[src/rtl/core/s256pow_pkg.sv]
`timescale 1ns / 1ps
// ----------------------------------------------------------------------------
// s256pow_pkg
// Shared types, constants and functions of the SHA-256 share checker.
// ----------------------------------------------------------------------------
package s256pow_pkg;

  localparam int unsigned NUM_ROUNDS = 64;
  localparam int unsigned SCAN_BYTES = 31;
  localparam logic [15:0] ALL_ZERO_SCORE = 16'd63488;

  typedef enum logic [2:0] {
    REG_BH0    = 3'd0,
    REG_BH1    = 3'd1,
    REG_BH2    = 3'd2,
    REG_BH3    = 3'd3,
    REG_PFX_LO = 3'd4,
    REG_PFX_HI = 3'd5,
    REG_DIFF   = 3'd6
  } cfg_reg_t;

  typedef logic [31:0] word_t;

  typedef struct packed {
    word_t a, b, c, d, e, f, g, h;
  } hstate_t;

  typedef struct packed {
    logic [47:0] ending;
    logic [15:0] count;
  } tag_t;

  localparam hstate_t H_INIT = '{
    32'h6a09e667, 32'hbb67ae85, 32'h3c6ef372, 32'ha54ff53a,
    32'h510e527f, 32'h9b05688c, 32'h1f83d9ab, 32'h5be0cd19};

  function automatic word_t round_k(input logic [5:0] i);
    word_t k;
    begin
      case (i)
        6'd0:  k = 32'h428a2f98; 6'd1:  k = 32'h71374491;
        6'd2:  k = 32'hb5c0fbcf; 6'd3:  k = 32'he9b5dba5;
        6'd4:  k = 32'h3956c25b; 6'd5:  k = 32'h59f111f1;
        6'd6:  k = 32'h923f82a4; 6'd7:  k = 32'hab1c5ed5;
        6'd8:  k = 32'hd807aa98; 6'd9:  k = 32'h12835b01;
        6'd10: k = 32'h243185be; 6'd11: k = 32'h550c7dc3;
        6'd12: k = 32'h72be5d74; 6'd13: k = 32'h80deb1fe;
        6'd14: k = 32'h9bdc06a7; 6'd15: k = 32'hc19bf174;
        6'd16: k = 32'he49b69c1; 6'd17: k = 32'hefbe4786;
        6'd18: k = 32'h0fc19dc6; 6'd19: k = 32'h240ca1cc;
        6'd20: k = 32'h2de92c6f; 6'd21: k = 32'h4a7484aa;
        6'd22: k = 32'h5cb0a9dc; 6'd23: k = 32'h76f988da;
        6'd24: k = 32'h983e5152; 6'd25: k = 32'ha831c66d;
        6'd26: k = 32'hb00327c8; 6'd27: k = 32'hbf597fc7;
        6'd28: k = 32'hc6e00bf3; 6'd29: k = 32'hd5a79147;
        6'd30: k = 32'h06ca6351; 6'd31: k = 32'h14292967;
        6'd32: k = 32'h27b70a85; 6'd33: k = 32'h2e1b2138;
        6'd34: k = 32'h4d2c6dfc; 6'd35: k = 32'h53380d13;
        6'd36: k = 32'h650a7354; 6'd37: k = 32'h766a0abb;
        6'd38: k = 32'h81c2c92e; 6'd39: k = 32'h92722c85;
        6'd40: k = 32'ha2bfe8a1; 6'd41: k = 32'ha81a664b;
        6'd42: k = 32'hc24b8b70; 6'd43: k = 32'hc76c51a3;
        6'd44: k = 32'hd192e819; 6'd45: k = 32'hd6990624;
        6'd46: k = 32'hf40e3585; 6'd47: k = 32'h106aa070;
        6'd48: k = 32'h19a4c116; 6'd49: k = 32'h1e376c08;
        6'd50: k = 32'h2748774c; 6'd51: k = 32'h34b0bcb5;
        6'd52: k = 32'h391c0cb3; 6'd53: k = 32'h4ed8aa4a;
        6'd54: k = 32'h5b9cca4f; 6'd55: k = 32'h682e6ff3;
        6'd56: k = 32'h748f82ee; 6'd57: k = 32'h78a5636f;
        6'd58: k = 32'h84c87814; 6'd59: k = 32'h8cc70208;
        6'd60: k = 32'h90befffa; 6'd61: k = 32'ha4506ceb;
        6'd62: k = 32'hbef9a3f7; default: k = 32'hc67178f2;
      endcase
      return k;
    end
  endfunction

endpackage

[src/rtl/core/s256pow_score.sv]
`timescale 1ns / 1ps
// ----------------------------------------------------------------------------
// s256pow_score
// Final state add, leading-zero score and share compare; registered output.
// ----------------------------------------------------------------------------
module s256pow_score (
  input  logic                    clk,
  input  logic                    rst_n,
  input  logic                    adv,
  input  logic                    vld_i,
  input  s256pow_pkg::hstate_t    st_i,
  input  s256pow_pkg::tag_t       tag_i,
  input  logic [15:0]             diff_i,
  output logic                    vld_o,
  output logic                    meets_o,
  output logic [15:0]             score_o,
  output s256pow_pkg::tag_t       tag_o
);
  import s256pow_pkg::*;

  logic         vld_r, vld2_r;
  logic [255:0] dig_r;
  tag_t         tag_r, tag2_r;
  logic [15:0]  score_r, score_nxt;
  logic         meets_r;
  logic [255:0] dig_nxt;
  logic [8*SCAN_BYTES-1:0] top;
  logic         found;
  logic [7:0]   lz;

  always_comb begin
    dig_nxt = {st_i.a + H_INIT.a, st_i.b + H_INIT.b, st_i.c + H_INIT.c, st_i.d + H_INIT.d,
               st_i.e + H_INIT.e, st_i.f + H_INIT.f, st_i.g + H_INIT.g, st_i.h + H_INIT.h};
  end

  always_comb begin
    top   = dig_r[255 -: 8*SCAN_BYTES];
    found = 1'b0;
    lz    = 8'd0;
    for (int i = 0; i < 8*SCAN_BYTES; i++) begin
      if (!found && top[8*SCAN_BYTES - 1 - i]) begin
        found = 1'b1;
        lz    = 8'(i);
      end
    end
    if (found) begin
      score_nxt = {lz, 8'(dig_r << (32'd1 + {24'd0, lz}) >> 248)};
    end else begin
      score_nxt = ALL_ZERO_SCORE;
    end
  end

  always_ff @(posedge clk) begin
    if (!rst_n) begin
      vld_r  <= 1'b0;
      vld2_r <= 1'b0;
    end else if (adv) begin
      vld_r  <= vld_i;
      vld2_r <= vld_r;
    end
  end

  always_ff @(posedge clk) begin
    if (adv) begin
      dig_r   <= dig_nxt;
      tag_r   <= tag_i;
      tag2_r  <= tag_r;
      score_r <= score_nxt;
      meets_r <= (score_nxt >= diff_i);
    end
  end

  assign vld_o   = vld2_r;
  assign meets_o = meets_r;
  assign score_o = score_r;
  assign tag_o   = tag2_r;

endmodule

[config.mk]
export PLATFORM = sky130hd
export DESIGN_NAME = s256pow_score
export DESIGN_NICKNAME = d
export VERILOG_FILES = /design/src/rtl/core/s256pow_pkg.sv /design/src/rtl/core/s256pow_score.sv
export SDC_FILE = /design/constraint.sdc
export NUM_CORES = 2
export LEC_CHECK = 0
export ABC_CLOCK_PERIOD_IN_PS = 18300
export BUFFER_PORTS_ARGS = -buffer_cell sky130_fd_sc_hd__buf_2
export CORE_ASPECT_RATIO = 0.7
export CORE_MARGIN = 2
export CORE_UTILIZATION = 45
export CTS_CLUSTER_DIAMETER = 200
export DETAILED_ROUTE_END_ITERATION = 8
export GPL_TIMING_DRIVEN = 0
export PLACE_DENSITY = 0.77
export SYNTH_ARGS = -nofsm -noshare
export SYNTH_HDL_FRONTEND = slang
export SYNTH_SLANG_ARGS = --single-unit
[constraint.sdc]
create_clock -name clk -period 18.3 [get_ports clk]
set_input_delay 3.66 -clock clk [delete_from_list [all_inputs] [get_ports clk]]
set_output_delay 3.66 -clock clk [all_outputs]
set_load 0.02 [all_outputs]
==> metrics.yaml <==
run_status: "complete, but fails checks"
violations: "design-rule violations, max-capacitance violations, max-slew violations"
core_um2: 73000
critPathLaunchType: "flop"
htreeDepth: 2
r2r_start: "dig_r[107]"
cap_violations: 7
multi_input_area_um2: 19800
cpMaxStageDelayCell: "buf_1"
grt_pass1_wl_mm: 254
synth_edf_count: 401
drive_gt1_frac: 0.248
place.gp.congestion: 1.11
finalWirelength_mm: 189
grt_setup_unrepaired: "no"
syn_to_final_growth_pct: 14.7
period_minus_slack_ns: 17.45
initial_utilization: 0.453
hold_violations: 0
clkSinkCount: 403
grt_pass1_vias: 31700
grt_max_degree: 135
synth_cells: 3128
rows: 83
power_frac_comb: 0.395
switching_power_w: 0.00145
wire_per_inst_um: 40.9
synth_top_flop_cell: "edfxtp_1"
dp_hpwl_mm: 149
tns_ns: 0
post_cts_buffers: 0
cts_resized: 0
ys_warn_count: 0
fin_skew_ns: 0.0218
clock.fmax_mhz: 57.3
worst_slack_ns: 0.851
min_to: "tag_o[1]"
finalCritPeriodShare: 0.953
syn_area_um2: 33000
async_reset_ff_frac: 0
hp-start: "tag_r[1]"
final_common_cell: "buf_2"
synth_seq_cells: 403
grt_use_total: 0.487
leakage_nw: 13.8
regArea_um2: 12100
internal_power_w: 0.00216
p_sw_frac: 0.401
clockBufferDepth: 3
hold_depth: 0
dr.pass1.iters: 9
ant_nets: 0
die_area_um2: 75600
fin_hold_ws_ns: 0.398
path_clk_slew_ns: 0.06
drcViolationCount: 1
synth_fp_nets: 3493
setup_violations: 0
crit_path_max_fanout: 11
worst_hold_path_type: "flop to flop"
clock-root-buffer: "clkbuf_16"
antenna_found_initial: 21
drt_iter0_drc: 6865
cp_data_required_time_ns: 18.63
ios: 422
io_buffers: 421
clkLatencyLatePin_ns: 0.59
seq_power_share: 0.364
cp_common_cell: "a21o_1"
dr_total_vias: 34500
r2r_end: "meets_o"
pwr-share-clk: 0.240
hold_buffers: 0
cp-end-kind: "flop"
max_slew_margin: -0.139
place_ws_ns: 1.81
cts_inserted_buffers: 39
cp.arrival_ns: 17.78
gr-total-overflow: 0
fp.dieW_um: 328
tightest_slew_ns: 1.69
die_y_um: 231
synth_area_per_cell_um2: 10.6
crit_path_max_incr_delay_ns: 1.15
cts_tree: "built"
n_fill_cell: 6442
worst-setup-path-type: "flop to flop"
drv_slew: 27
worst-r2r-cell-count: 44
max-vdd-ir-drop_mv: 0.0745
rrSetupSlack_ns: 0.85
synth.yosys.seq_area_share: 0.366
viasPerCell: 7.48
nets: 3963
power_density_nw_per_um2: 95.1
synth.distinct_cells: 103
final_cell_mix: "buf_2 (483), edfxtp_1 (401), nand2_1 (351)"
==> flip-flops by register name, summed over array words and instances, names as in the netlist <==
register,flops
dig_r,256
meets_o,1
score_o,16
tag_o,64
tag_r,64
vld_o,1
vld_r,1
==> synth_stat cells (16+ instances only) <==
library cell | number | area, um2
buf_2 | 60 | 300
mux2i_1 | 186 | 1860
or4_1 | 27 | 203
nand2b_1 | 34 | 213
and3_1 | 47 | 294
buf_4 | 19 | 143
o2111ai_1 | 20 | 175
a21oi_1 | 66 | 330
a31oi_1 | 49 | 307
clkbuf_1 | 66 | 248
o211ai_1 | 26 | 195
edfxtp_1 | 401 | 12000
nor2_1 | 227 | 852
or3_1 | 37 | 231
nor2b_1 | 26 | 163
o21a_1 | 24 | 180
and2_1 | 16 | 100
inv_1 | 81 | 304
nand2_1 | 351 | 1320
nand4_1 | 71 | 444
nor4_1 | 85 | 532
o21ai_0 | 78 | 390
nor3_1 | 122 | 611
mux4_2 | 228 | 5130
nor3b_1 | 16 | 120
buf_1 | 17 | 63.8
ha_1 | 25 | 313
xor2_1 | 96 | 841
nand3_1 | 122 | 611
mux2_2 | 22 | 248
a211oi_1 | 22 | 165
xnor2_1 | 126 | 1100
==> critical path, delay by kind of cell, from the launching register on <==
| family | cells | cell delay [ns] |
|---|---|---|
| flops | 1 | 0.36 |
| compound gates | 15 | 2.49 |
| fa+ha+maj | 2 | 0.51 |
| simple gates | 11 | 4.59 |
| buf+inv | 13 | 7.77 |
| mux | 3 | 1.29 |
==> kinds of logic (layout without fill, tap and decap cells) <==
group	after synthesis	count (layout)	synth area share
AOI/OAI and AO/OA	486	486	0.104
buffers and inverters	254	753	0.0359
DFF	403	403	0.366
and+or+nand+nor	1299	1299	0.205
adders and majority gates	25	25	0.00947
other	0	15	0
muxes	439	439	0.221
xor gates and xnor gates	222	222	0.0588
==> how the worst max path moves through the flow <==
stage               start       to  slack (ns)  depth (start not counted)
2_1_floorplan  dig_r[127]  meets_o        8.08                         49
3_3_place_gp   dig_r[239]  meets_o        0.12                         44
3_5_place_dp   dig_r[107]  meets_o        1.81                         44
4_1_cts        dig_r[107]  meets_o        1.81                         44
5_1_grt        dig_r[107]  meets_o        1.03                         46
6_report       dig_r[107]  meets_o        0.85                         44
==> power groups by stage <==
stage          sequential, W  clock (W)  combinational [W]
4_1_cts              0.00128   0.000870            0.00132
5_1_grt              0.00130   0.000904            0.00142
2_1_floorplan        0.00123          0           0.000781
6_report             0.00131   0.000866            0.00142
3_3_place_gp         0.00131          0            0.00131
3_5_place_dp         0.00130          0            0.00132
==> per-layer routing <==
metal / part of all wire / routed length, um / GRT usage / up-vias
met3: 0.19 / 36400 / 0.301 / 665
li1: - / - / - / 13300
met1: 0.39 / 73000 / 0.659 / 16900
met5: 0.0058 / 1100 / 0.0710 / -
met4: 0.048 / 9080 / 0.189 / 42
met2: 0.37 / 69200 / 0.608 / 3648
==> area by class of cell <==
| cell class | count | area share |
|---|---|---|
| repair buffers | 429 | 0.0592 |
| flip-flops and latches | 403 | 0.319 |
| plain buffers | 172 | 0.0235 |
| clock inverters | 24 | 0.00815 |
| inverters | 82 | 0.00815 |
| diodes | 15 | 0.000990 |
| clock buffers | 46 | 0.0264 |
| multi-input cells | 2471 | 0.523 |
| well taps | 977 | 0.0322 |
==> stage by stage <==
step / total power (W) / util / std cells / instance area (um2)
after global placement: 0.00262 / 0.498 / 4526 / 36400
after floorplan: 0.00201 / - / 3128 / 33000
after global routing: 0.00363 / 0.519 / 4609 / 37900
after CTS: 0.00348 / 0.519 / 4603 / 37900
final: 0.00360 / 0.519 / 4619 / 37900
after detailed placement: 0.00262 / 0.501 / 4533 / 36500
Note: power is estimated with default switching activity, not from simulation.
