**src/rtl/core/s256pow_pkg.sv**
```systemverilog
`timescale 1ns / 1ps
// ----------------------------------------------------------------------------
// s256pow_pkg
// Shared types, constants and functions of the SHA-256 share checker.
// ----------------------------------------------------------------------------
package s256pow_pkg;

  localparam int unsigned NUM_ROUNDS = 64;
  localparam int unsigned SCAN_BYTES = 31;
  localparam logic [15:0] ALL_ZERO_SCORE = 16'd63488;

  typedef enum logic [2:0] {
    REG_BH0    = 3'd0,
    REG_BH1    = 3'd1,
    REG_BH2    = 3'd2,
    REG_BH3    = 3'd3,
    REG_PFX_LO = 3'd4,
    REG_PFX_HI = 3'd5,
    REG_DIFF   = 3'd6
  } cfg_reg_t;

  typedef logic [31:0] word_t;

  typedef struct packed {
    word_t a, b, c, d, e, f, g, h;
  } hstate_t;

  typedef struct packed {
    logic [47:0] ending;
    logic [15:0] count;
  } tag_t;

  localparam hstate_t H_INIT = '{
    32'h6a09e667, 32'hbb67ae85, 32'h3c6ef372, 32'ha54ff53a,
    32'h510e527f, 32'h9b05688c, 32'h1f83d9ab, 32'h5be0cd19};

  function automatic word_t round_k(input logic [5:0] i);
    word_t k;
    begin
      case (i)
        6'd0:  k = 32'h428a2f98; 6'd1:  k = 32'h71374491;
        6'd2:  k = 32'hb5c0fbcf; 6'd3:  k = 32'he9b5dba5;
        6'd4:  k = 32'h3956c25b; 6'd5:  k = 32'h59f111f1;
        6'd6:  k = 32'h923f82a4; 6'd7:  k = 32'hab1c5ed5;
        6'd8:  k = 32'hd807aa98; 6'd9:  k = 32'h12835b01;
        6'd10: k = 32'h243185be; 6'd11: k = 32'h550c7dc3;
        6'd12: k = 32'h72be5d74; 6'd13: k = 32'h80deb1fe;
        6'd14: k = 32'h9bdc06a7; 6'd15: k = 32'hc19bf174;
        6'd16: k = 32'he49b69c1; 6'd17: k = 32'hefbe4786;
        6'd18: k = 32'h0fc19dc6; 6'd19: k = 32'h240ca1cc;
        6'd20: k = 32'h2de92c6f; 6'd21: k = 32'h4a7484aa;
        6'd22: k = 32'h5cb0a9dc; 6'd23: k = 32'h76f988da;
        6'd24: k = 32'h983e5152; 6'd25: k = 32'ha831c66d;
        6'd26: k = 32'hb00327c8; 6'd27: k = 32'hbf597fc7;
        6'd28: k = 32'hc6e00bf3; 6'd29: k = 32'hd5a79147;
        6'd30: k = 32'h06ca6351; 6'd31: k = 32'h14292967;
        6'd32: k = 32'h27b70a85; 6'd33: k = 32'h2e1b2138;
        6'd34: k = 32'h4d2c6dfc; 6'd35: k = 32'h53380d13;
        6'd36: k = 32'h650a7354; 6'd37: k = 32'h766a0abb;
        6'd38: k = 32'h81c2c92e; 6'd39: k = 32'h92722c85;
        6'd40: k = 32'ha2bfe8a1; 6'd41: k = 32'ha81a664b;
        6'd42: k = 32'hc24b8b70; 6'd43: k = 32'hc76c51a3;
        6'd44: k = 32'hd192e819; 6'd45: k = 32'hd6990624;
        6'd46: k = 32'hf40e3585; 6'd47: k = 32'h106aa070;
        6'd48: k = 32'h19a4c116; 6'd49: k = 32'h1e376c08;
        6'd50: k = 32'h2748774c; 6'd51: k = 32'h34b0bcb5;
        6'd52: k = 32'h391c0cb3; 6'd53: k = 32'h4ed8aa4a;
        6'd54: k = 32'h5b9cca4f; 6'd55: k = 32'h682e6ff3;
        6'd56: k = 32'h748f82ee; 6'd57: k = 32'h78a5636f;
        6'd58: k = 32'h84c87814; 6'd59: k = 32'h8cc70208;
        6'd60: k = 32'h90befffa; 6'd61: k = 32'ha4506ceb;
        6'd62: k = 32'hbef9a3f7; default: k = 32'hc67178f2;
      endcase
      return k;
    end
  endfunction

endpackage

```
**src/rtl/core/s256pow_cell.sv**
```systemverilog
`timescale 1ns / 1ps
// ----------------------------------------------------------------------------
// s256pow_cell
// One SHA-256 round cell: updates the working state, advances the 16-word
// schedule window and carries the candidate tag to the next cell.
// ----------------------------------------------------------------------------
module s256pow_cell #(
  parameter logic [5:0] ROUND = 6'd0
) (
  input  logic                    clk,
  input  logic                    rst_n,
  input  logic                    adv,
  input  logic                    vld_i,
  input  s256pow_pkg::hstate_t    st_i,
  input  logic [511:0]            win_i,
  input  s256pow_pkg::tag_t       tag_i,
  output logic                    vld_o,
  output s256pow_pkg::hstate_t    st_o,
  output logic [511:0]            win_o,
  output s256pow_pkg::tag_t       tag_o
);
  import s256pow_pkg::*;

  logic    vld_r;
  hstate_t st_r, st_nxt;
  logic [511:0] win_r, win_nxt;
  tag_t    tag_r;
  word_t   w0, w1, w9, w14, s0, s1, wn, t1, t2, ep0, ep1, ch, mj;

  function automatic word_t rotr(input word_t x, input int unsigned n);
    return (x >> n) | (x << (32 - n));
  endfunction

  // window word j sits at bits [511-32j -: 32]; word 0 is the current round
  always_comb begin
    w0  = win_i[511 -: 32];
    w1  = win_i[479 -: 32];
    w9  = win_i[223 -: 32];
    w14 = win_i[63 -: 32];
    s0  = rotr(w1, 7) ^ rotr(w1, 18) ^ (w1 >> 3);
    s1  = rotr(w14, 17) ^ rotr(w14, 19) ^ (w14 >> 10);
    wn  = w0 + s0 + w9 + s1;
    win_nxt = {win_i[479:0], wn};
    ep1 = rotr(st_i.e, 6) ^ rotr(st_i.e, 11) ^ rotr(st_i.e, 25);
    ch  = (st_i.e & st_i.f) ^ (~st_i.e & st_i.g);
    ep0 = rotr(st_i.a, 2) ^ rotr(st_i.a, 13) ^ rotr(st_i.a, 22);
    mj  = (st_i.a & st_i.b) ^ (st_i.a & st_i.c) ^ (st_i.b & st_i.c);
    t1  = st_i.h + ep1 + ch + round_k(ROUND) + w0;
    t2  = ep0 + mj;
    st_nxt = '{t1 + t2, st_i.a, st_i.b, st_i.c, st_i.d + t1, st_i.e, st_i.f, st_i.g};
  end

  always_ff @(posedge clk) begin
    if (!rst_n) begin
      vld_r <= 1'b0;
    end else if (adv) begin
      vld_r <= vld_i;
    end
  end

  always_ff @(posedge clk) begin
    if (adv) begin
      st_r  <= st_nxt;
      win_r <= win_nxt;
      tag_r <= tag_i;
    end
  end

  assign vld_o = vld_r;
  assign st_o  = st_r;
  assign win_o = win_r;
  assign tag_o = tag_r;

endmodule

```
**config.mk**
```make
export PLATFORM = sky130hd
export DESIGN_NAME = s256pow_cell
export DESIGN_NICKNAME = d
export VERILOG_FILES = /design/src/rtl/core/s256pow_pkg.sv /design/src/rtl/core/s256pow_cell.sv
export SDC_FILE = /design/constraint.sdc
export NUM_CORES = 1
export LEC_CHECK = 0
export BUFFER_PORTS_ARGS = -buffer_cell sky130_fd_sc_hd__buf_2
export CAP_MARGIN = 20
export CORE_AREA = 2 2 642 644
export CTS_BUF_LIST = sky130_fd_sc_hd__clkbuf_2
export DETAILED_ROUTE_END_ITERATION = 12
export DIE_AREA = 0 0 644 646
export HOLD_SLACK_MARGIN = 0.05
export SYNTH_ARGS = -nofsm -noshare
export SYNTH_HDL_FRONTEND = slang
export SYNTH_SLANG_ARGS = --single-unit
```
**constraint.sdc**
```tcl
create_clock -name clk -period 10.2 [get_ports clk]
set_clock_uncertainty 0.1 [all_clocks]
set_input_delay 1.53 -clock clk [delete_from_list [all_inputs] [get_ports clk]]
set_output_delay 1.53 -clock clk [all_outputs]
set_load 0.01 [all_outputs]
```
==> flow_summary.toml, run 1 <==
[sta]
final_period_minus_worst_setup_slack_ns = 7.86
rsz0062_at_grt = "false"
final.period_utilization = 0.771
finalMaxSlewViolations = 0
number_of_hold_slack_violations_in_the_final_timing_report = 0
layout_setup_ws_ns = 2.34
worst-slew-pin-transition_ns = 1.06
fin_hold_ws_ns = 0.371
timing.setup.tns_ns = 0
fmax_mhz = 127
timing.slew.headroom = 0.291
setup-violations-final = 0

[global_routing]
grt_antenna_before_repair = 217
grt_pass1_wl_um = 383000
grt_max_degree = 162
grt_overflow_total = 0
first_global_vias = 35400
track_usage = 0.145

[clocking]
h-tree-depth = 5
number_of_buffers_inserted_during_clock_tree_synthesis = 268
clock_sinks = 833
clock-root-buffer = "sky130_fd_sc_hd__clkbuf_2"
largest_buffer_count_on_any_clock_path = 4
cts_setup_buffers = 0
insertion_delay_ns = 1.88
tritoncts_clock_tree = "done"
post_cts_hold_buffer_count = 1077
cts.reportedPaths.clkPinSlew_ns = 0.10
post_cts_resize_count = 0

[worst_setup_path]
worst-endpoint-required_ns = 11.52
worst_path_maximum_fanout = 5
rr_worst_depth = 3
worst_path_largest_cell_delay_ns = 0.54
cell_with_the_largest_stage_delay_on_the_worst_path = "sky130_fd_sc_hd__dlygate4sd3_1"
critical_path_at_ns = 9.18
critPathCaptureType = "flip-flop"
crit_path_start_kind = "input port"
worst-setup-path-type = "input port to flip-flop"

[logic_synthesis]
synth.cell_area_um2 = 38200
yosysSeqAreaShare = 0.655
postSynthRegisterBits = 833
syn-mean-instance-area_um2 = 15.7
synthCells = 2431
synth-warning-count = 0
post_synth_num_cell_types = 70
synth-async-reset-ratio = 0
synth_nets = 3576
postSynth.topFlopCell = "sky130_fd_sc_hd__edfxtp_1"
synth_edf_count = 832

[detailed_routing]
detail_route.first_pass.iterations = 7
antenna_violating_nets_post_route = 0
dr.first_iter.drc_count = 2594
vias_per_cell = 3.07
dr_total_vias = 34300
routed_wire_length_um = 316000
drc = 0
post_drt_wl_per_cell_um = 28.3

[pwr]
power.static_leakage_uw = 0.0280
power.net_switching_uw = 7990
finalPower_uw = 17900
comb_power_share = 0.567
power_switching_share = 0.447
seqPwrFrac = 0.269
internal_power_uw = 9890
vdd_drop_max_uv = 205
clock_power_share = 0.165
power_per_cell_area_nw_per_um2 = 267

[hold_path]
timing.hold.worst.class = "input port to flip-flop"
whs_path_depth = 1

[cells_and_area]
drive_gt1_frac = 0.380
fin_nets = 6618
final_cell_count_no_fill = 11200
growth_of_design_area_from_synthesis_to_finish_pct = 75.3
commonest_non_fill_non_tap_cell_in_the_layout = "sky130_fd_sc_hd__buf_2"
layout.cells.most_common_list = "sky130_fd_sc_hd__buf_2, sky130_fd_sc_hd__dlygate4sd3_1, sky130_fd_sc_hd__edfxtp_1"

[floorplan]
num_rows = 235
die_w_um = 644
die_h_um = 646
initial_core_util = 0.0934
design.portCount = 1669
die_area_um2 = 416000
coreArea_um2 = 409000

[placement]
port-buffer-count = 1668
dpl.cell_count = 9576
dpl_worst_slack_ns = 1.26
detailedPlacementHpwl_um = 269000
gpl.final_weighted_congestion = 0.883

[run_status]
run_status = "finished, final reports clean"

[flow_run]
cap_viol_max_count = 0
[worst max-delay path: cells and delay by family]
| kind | cells | cell delay (ns) |
|---|---|---|
| AOI/OAI and AO/OA | 10 | 1.97 |
| and+or+nand+nor | 6 | 1.40 |
| adders and majority gates | 6 | 2.13 |
| buffers and inverters | 4 | 1.47 |
| xor gates and xnor gates | 4 | 0.66 |
[logic make-up (layout without fill, tap and decap cells)]
| kind of cell | after synthesis | after routing | synth area share |
|---|---|---|---|
| buf+inv | 330 | 3553 | 0.0325 |
| xor+xnor | 357 | 357 | 0.0823 |
| fa+ha+maj | 312 | 312 | 0.133 |
| simple gates | 208 | 208 | 0.0260 |
| flops | 833 | 833 | 0.655 |
| compound gates | 358 | 358 | 0.0616 |
| other cells | 0 | 57 | 0 |
| mux | 33 | 33 | 0.00944 |
[through the flow]
stage / utilization / cell area, um^2
3_3_place_gp: 0.131 / 53600
4_1_cts: 0.163 / 66800
6_report: 0.164 / 66900
3_5_place_dp: 0.131 / 53600
5_1_grt: 0.164 / 66900
2_1_floorplan: - / 38200
[registers in the layout, indices dropped and copies added, names as in the netlist]
register / flops
st_o: 256
tag_o: 64
vld_o: 1
win_o: 512
[worst paths after layout]
path	end	startpoint	slack, ns
worst max register to register	vld_o	vld_o	8.92
worst min-delay path	st_o[88]	st_i[120]	0.37
worst max-delay path	st_o[126]	st_i[104]	2.34
worst min register to register	vld_o	vld_o	1.01
[metal layers]
| metal | vias up | wire [um] | part of all wire | GRT usage |
|---|---|---|---|---|
| li1 | 15000 | - | - | - |
| met4 | 94 | 18400 | 0.058 | 0.0703 |
| met1 | 16500 | 101000 | 0.32 | 0.135 |
| met2 | 1905 | 168000 | 0.53 | 0.278 |
| met5 | - | 612 | 0.0019 | 0 |
| met3 | 776 | 27400 | 0.087 | 0.0539 |
[cells in the mapped netlist, types with 5 or more instances]
master	number	share of area
sky130_fd_sc_hd__a21boi_1	5	0.00098
sky130_fd_sc_hd__a211oi_1	8	0.0016
sky130_fd_sc_hd__a21oi_1	89	0.012
sky130_fd_sc_hd__a31oi_1	10	0.0016
sky130_fd_sc_hd__nor3_1	19	0.0025
sky130_fd_sc_hd__nand3_1	21	0.0028
sky130_fd_sc_hd__fa_1	157	0.082
sky130_fd_sc_hd__o21a_1	20	0.0039
sky130_fd_sc_hd__edfxtp_1	832	0.65
sky130_fd_sc_hd__xnor2_1	225	0.052
sky130_fd_sc_hd__o21bai_1	8	0.0016
sky130_fd_sc_hd__xor2_1	131	0.030
sky130_fd_sc_hd__nand2_1	46	0.0045
sky130_fd_sc_hd__and3_1	10	0.0016
sky130_fd_sc_hd__ha_1	152	0.050
sky130_fd_sc_hd__nand2b_1	12	0.0020
sky130_fd_sc_hd__mux2_2	24	0.0071
sky130_fd_sc_hd__inv_1	324	0.032
sky130_fd_sc_hd__o21ai_1	14	0.0018
sky130_fd_sc_hd__o21ai_0	64	0.0084
sky130_fd_sc_hd__or3_1	6	0.00098
sky130_fd_sc_hd__nor2b_1	12	0.0020
sky130_fd_sc_hd__a21o_1	87	0.017
sky130_fd_sc_hd__nor2_1	64	0.0063
sky130_fd_sc_hd__mux2i_1	9	0.0024
sky130_fd_sc_hd__o211ai_1	5	0.00098
[power groups by stage]
stage | Sequential (uW) | Combinational (uW) | Clock, uW
detailed placement | 4880 | 9560 | 0
global placement | 4870 | 9430 | 0
finish | 4800 | 10100 | 2950
global route | 4850 | 11200 | 3300
CTS | 4800 | 10300 | 3140
floorplan | 5130 | 5740 | 0
[cell type report]
cell class              instances  area (um^2)
clock inverters                86          537
repair buffers               2778        19400
clock buffers                 365         1830
multi-input cells            1268        11900
flip-flops and latches        833        25000
well taps                    5451         6820
inverters                     324         1220
diodes                         57          143
fillers                     45400       342000
No activity file was read; power rests on OpenSTA's default activity.
==> run 2: changes to the inputs <==
Settings changed: CORE_AREA 2 2 642 644 to 2 2 650 652, DIE_AREA 0 0 644 646 to 0 0 652 654.
Clock period 10.2 ns to 6.4 ns, I/O delays scaled along.
==> flow_summary.toml, run 2 (synthesis results as in run 1) <==
[run_status]
run_status = "finished with violations"
failing_checks = "negative setup slack"

[sta]
final.period_utilization = 1.02
timing.setup.tns_ns = -0.300
finalMaxSlewViolations = 0
worst-slew-pin-transition_ns = 1.03
rsz0062_at_grt = "true"
timing.slew.headroom = 0.305
number_of_hold_slack_violations_in_the_final_timing_report = 0
final_period_minus_worst_setup_slack_ns = 6.50
layout_setup_ws_ns = -0.0975
fmax_mhz = 154
setup-violations-final = 6

[placement]
detailedPlacementHpwl_um = 274000
gpl.final_weighted_congestion = 0.902
port-buffer-count = 1668

[clocking]
h-tree-depth = 5
clock-root-buffer = "sky130_fd_sc_hd__clkbuf_2"
tritoncts_clock_tree = "done"
number_of_buffers_inserted_during_clock_tree_synthesis = 263
largest_buffer_count_on_any_clock_path = 4
insertion_delay_ns = 1.68
cts.reportedPaths.clkPinSlew_ns = 0.10
clock_sinks = 833

[detailed_routing]
met3_wirelength_um = 27500
vias_per_cell = 3.20
dr.max_layer_used = "met5"
antenna_violating_nets_post_route = 0
dr_total_vias = 40300
m1WireLength_um = 110000
met2RoutedLength_um = 173000
dr.first_iter.drc_count = 2187
detail_route.first_pass.iterations = 7
routed_wire_length_um = 340000
drc = 0
post_drt_wl_per_cell_um = 27.0

[worst_setup_path]
critical-path-top-cell-by-count = "sky130_fd_sc_hd__a21o_1"
critPathCaptureType = "flip-flop"
cell_with_the_largest_stage_delay_on_the_worst_path = "sky130_fd_sc_hd__dlygate4sd3_1"
crit_path_start_kind = "input port"
critical_path.startpoint = "st_i[105]"
worst_path_largest_cell_delay_ns = 0.59
critical_path_at_ns = 7.88
r2r_slack_ns = 5.14
r2r-start = "vld_o"
worst_path_maximum_fanout = 3
worst-setup-path-type = "input port to flip-flop"
worst-endpoint-required_ns = 7.78

[pwr]
clock_power_share = 0.141
power.static_leakage_uw = 0.0341
vdd_drop_max_uv = 296
power.net_switching_uw = 14600
internal_power_uw = 20500
seqPwrFrac = 0.219
comb_power_share = 0.640
power_per_cell_area_nw_per_um2 = 438
power_switching_share = 0.416

[cells_and_area]
commonest_non_fill_non_tap_cell_in_the_layout = "sky130_fd_sc_hd__dlygate4sd3_1"
final_core_utilization = 0.192
fin_nets = 7961
layout.cells.most_common_list = "sky130_fd_sc_hd__dlygate4sd3_1, sky130_fd_sc_hd__buf_2, sky130_fd_sc_hd__edfxtp_1"
growth_of_design_area_from_synthesis_to_finish_pct = 110
largest_reg_flops = 512
fillCellCount = 45400
drive_gt1_frac = 0.373

[floorplan]
design.portCount = 1669
die_w_um = 652
num_rows = 238
initial_core_util = 0.0910
die_h_um = 654
coreArea_um2 = 419000
die_area_um2 = 426000

[global_routing]
grt_pass1_wl_um = 418000
grt_overflow_total = 0
grt_max_degree = 167
track_usage = 0.152
grt_antenna_before_repair = 171
first_global_vias = 43300

[hold_path]
timing.hold.worst.class = "input port to flip-flop"
timing.hold.worst.start = "st_i[231]"

[flow_run]
cap_viol_max_count = 0
## run 2: path summary, 6_finish.rpt
path,to,depth (start not counted)
max,st_o[124],26
min,st_o[199],3
max reg2reg,vld_o,3
min reg2reg,vld_o,3
## run 2: final cells by class
| class | count | area, um^2 | area share |
|---|---|---|---|
| Antenna cell | 89 | 223 | 0.00277 |
| Clock buffer | 344 | 1720 | 0.0214 |
| Clock inverter | 102 | 785 | 0.00977 |
| Inverter | 324 | 1220 | 0.0151 |
| Multi-Input combinational cell | 1268 | 12200 | 0.152 |
| Sequential cell | 833 | 25000 | 0.311 |
| Tap cell | 5520 | 6910 | 0.0860 |
| Timing Repair Buffer | 4126 | 32200 | 0.401 |
## run 2: critical path, delay by kind of cell
kind	cells	cell delay (ns)
AOI/OAI and AO/OA	11	2.11
xor gates and xnor gates	1	0.20
adders and majority gates	3	1.04
buffers and inverters	6	2.24
muxes	1	0.46
and+or+nand+nor	4	0.83
## run 2: power by group through the flow
stage | logic, uW | registers, uW | clock network, uW
2_1_floorplan | 9540 | 8180 | 0
3_3_place_gp | 20600 | 7800 | 0
3_5_place_dp | 20700 | 7810 | 0
4_1_cts | 22600 | 7700 | 5240
5_1_grt | 24600 | 7770 | 5490
6_report | 22500 | 7710 | 4960
## run 2: metal layers
layer / vias up / GRT usage
met5: - / 0
met2: 2099 / 0.280
met4: 46 / 0.103
met3: 932 / 0.0524
li1: 17700 / -
met1: 19500 / 0.141
## run 2: timing repair
| action | in CTS | in global routing |
|---|---|---|
| endpoints found under the setup margin | 0 | 14 |
| hold buffers | 1988 | 0 |
| buffers inserted | 0 | 2 |
| resized for setup | 0 | 31 |
| hold endpoints to repair | 1649 | 0 |
## run 2: through the flow
stage                     cell area (um^2)  setup slack [ns]  std cells  hold WS [ns]  power, uW
after floorplan                      38300            -0.404       2431         0.438      17700
after global placement               57500             -1.37      10100         0.397      28400
after detailed placement             57500             -1.39      10100         0.414      28600
after CTS                            79900            0.0638      12500        0.0503      35600
after global routing                 80200            0.0302      12600         0.103      37900
final                                80300           -0.0975      12600         0.338      35100
==> run 3: changes to the inputs <==
Settings changed: CORE_AREA 2 2 650 652 to 2 2 642 644, DIE_AREA 0 0 652 654 to 0 0 644 646.
Clock period 6.4 ns to 7.2 ns, I/O delays scaled along.
==> flow_summary.toml, run 3 (synthesis results as in run 1) <==
[sta]
final_period_minus_worst_setup_slack_ns = 7.20
worst-slew-pin-transition_ns = 1.14
finalMaxSlewViolations = 0
timing.slew.headroom = 0.243
layout_setup_ws_ns = -0.00306
final.period_utilization = 1.00
rsz0062_at_grt = "true"
number_of_hold_slack_violations_in_the_final_timing_report = 0
setup-violations-final = 2
fmax_mhz = 139

[pwr]
power.static_leakage_uw = 0.0322
vdd_drop_max_uv = 348
finalPower_uw = 30100
power_per_cell_area_nw_per_um2 = 397

[worst_setup_path]
worst-setup-path-type = "input port to flip-flop"
worst_path_largest_cell_delay_ns = 0.58
cell_with_the_largest_stage_delay_on_the_worst_path = "sky130_fd_sc_hd__dlygate4sd3_1"
critical-path-top-cell-by-count = "sky130_fd_sc_hd__buf_4"
worst-endpoint-required_ns = 8.65
critPathCaptureType = "flip-flop"
critical_path_at_ns = 8.66
worst_path_maximum_fanout = 4
crit_path_start_kind = "input port"

[global_routing]
grt_antenna_before_repair = 165
grt_pass1_wl_um = 402000
grt_overflow_total = 0
grt_max_degree = 162
track_usage = 0.150
first_global_vias = 40300

[detailed_routing]
m1WireLength_um = 106000
routed_wire_length_um = 326000
post_drt_wl_per_cell_um = 27.0
dr_total_vias = 38100
antenna_violating_nets_post_route = 0
dr.max_layer_used = "met5"
vias_per_cell = 3.15
met2RoutedLength_um = 169000
detail_route.first_pass.iterations = 5
met3_wirelength_um = 25800
drc = 0
dr.first_iter.drc_count = 2281

[cells_and_area]
layout.cells.most_common_list = "sky130_fd_sc_hd__buf_2, sky130_fd_sc_hd__dlygate4sd3_1, sky130_fd_sc_hd__edfxtp_1"
commonest_non_fill_non_tap_cell_in_the_layout = "sky130_fd_sc_hd__buf_2"
fin_nets = 7507
final_core_utilization = 0.186
largest_reg_flops = 512
growth_of_design_area_from_synthesis_to_finish_pct = 98.7
drive_gt1_frac = 0.383

[clocking]
number_of_buffers_inserted_during_clock_tree_synthesis = 268
tritoncts_clock_tree = "done"
h-tree-depth = 5
clock_sinks = 833
clock-root-buffer = "sky130_fd_sc_hd__clkbuf_2"
insertion_delay_ns = 1.79
largest_buffer_count_on_any_clock_path = 4
cts.reportedPaths.clkPinSlew_ns = 0.08

[floorplan]
num_rows = 235
design.portCount = 1669
coreArea_um2 = 409000
die_w_um = 644
die_h_um = 646
initial_core_util = 0.0934
die_area_um2 = 416000

[hold_path]
timing.hold.worst.class = "input port to flip-flop"

[placement]
port-buffer-count = 1668
gpl.final_weighted_congestion = 0.871
detailedPlacementHpwl_um = 270000

[run_status]
run_status = "finished with violations"
failing_checks = "negative setup slack"

[flow_run]
cap_viol_max_count = 0
-- run 3: repair_timing --
item	CTS	global route
setup endpoints to repair	0	6
hold buffers	1642	0
setup buffers	0	1
endpoints found under the hold margin	1315	0
gates resized for setup	0	49
-- run 3: final cells by class --
type / count / area [um^2]
multi-input combinational: 1268 / 12200
clock inverter: 97 / 802
sequential: 833 / 25000
tap: 5451 / 6820
fill: 44800 / 333000
timing repair buffer: 3667 / 27800
clock buffer: 358 / 1790
antenna: 73 / 183
inverter: 324 / 1220
-- run 3: power breakdown --
group	leakage [uW]	internal [uW]	switching (uW)	total, uW
clock network	0.00188	1870	2630	4500
logic	0.0222	8920	9860	18800
registers	0.00815	6650	164	6810
total	0.0322	17400	12600	30100
-- run 3: worst max-delay path, delay by kind of cell --
kind	cells	cell delay, ns
AND/OR/NAND/NOR	3	0.46
AO/OA/AOI/OAI	10	1.68
adder cells (fa/ha/maj)	4	1.55
buffers and inverters	10	3.33
XOR/XNOR	4	0.53
-- run 3: metal layers --
| layer | track usage | up-vias |
|---|---|---|
| met2 | 0.280 | 1954 |
| met3 | 0.0495 | 778 |
| li1 | - | 16800 |
| met1 | 0.142 | 18500 |
| met4 | 0.0916 | 66 |
| met5 | 0 | - |
-- run 3: per-stage QoR --
stage	std cells	hold WS, ns	TNS [ns]	setup slack, ns	area, um^2
after floorplan	2431	0.438	0	0.0500	38200
after global placement	9901	0.393	-14.55	-1.10	56300
after detailed placement	9901	0.409	-15.47	-1.12	56300
after CTS	12000	0.0502	0	0.0755	75400
after global routing	12000	0.113	-0.0339	-0.0339	75800
final	12100	0.391	-0.00458	-0.00306	75800
-- run 3: path summary, 6_finish.rpt --
check	start	to	slack, ns	cells past startpoint
max	st_i[114]	st_o[118]	-0.003	31
min	st_i[224]	st_o[192]	0.39	2
max reg2reg	vld_o	vld_o	5.93	3
min reg2reg	vld_o	vld_o	1.00	3
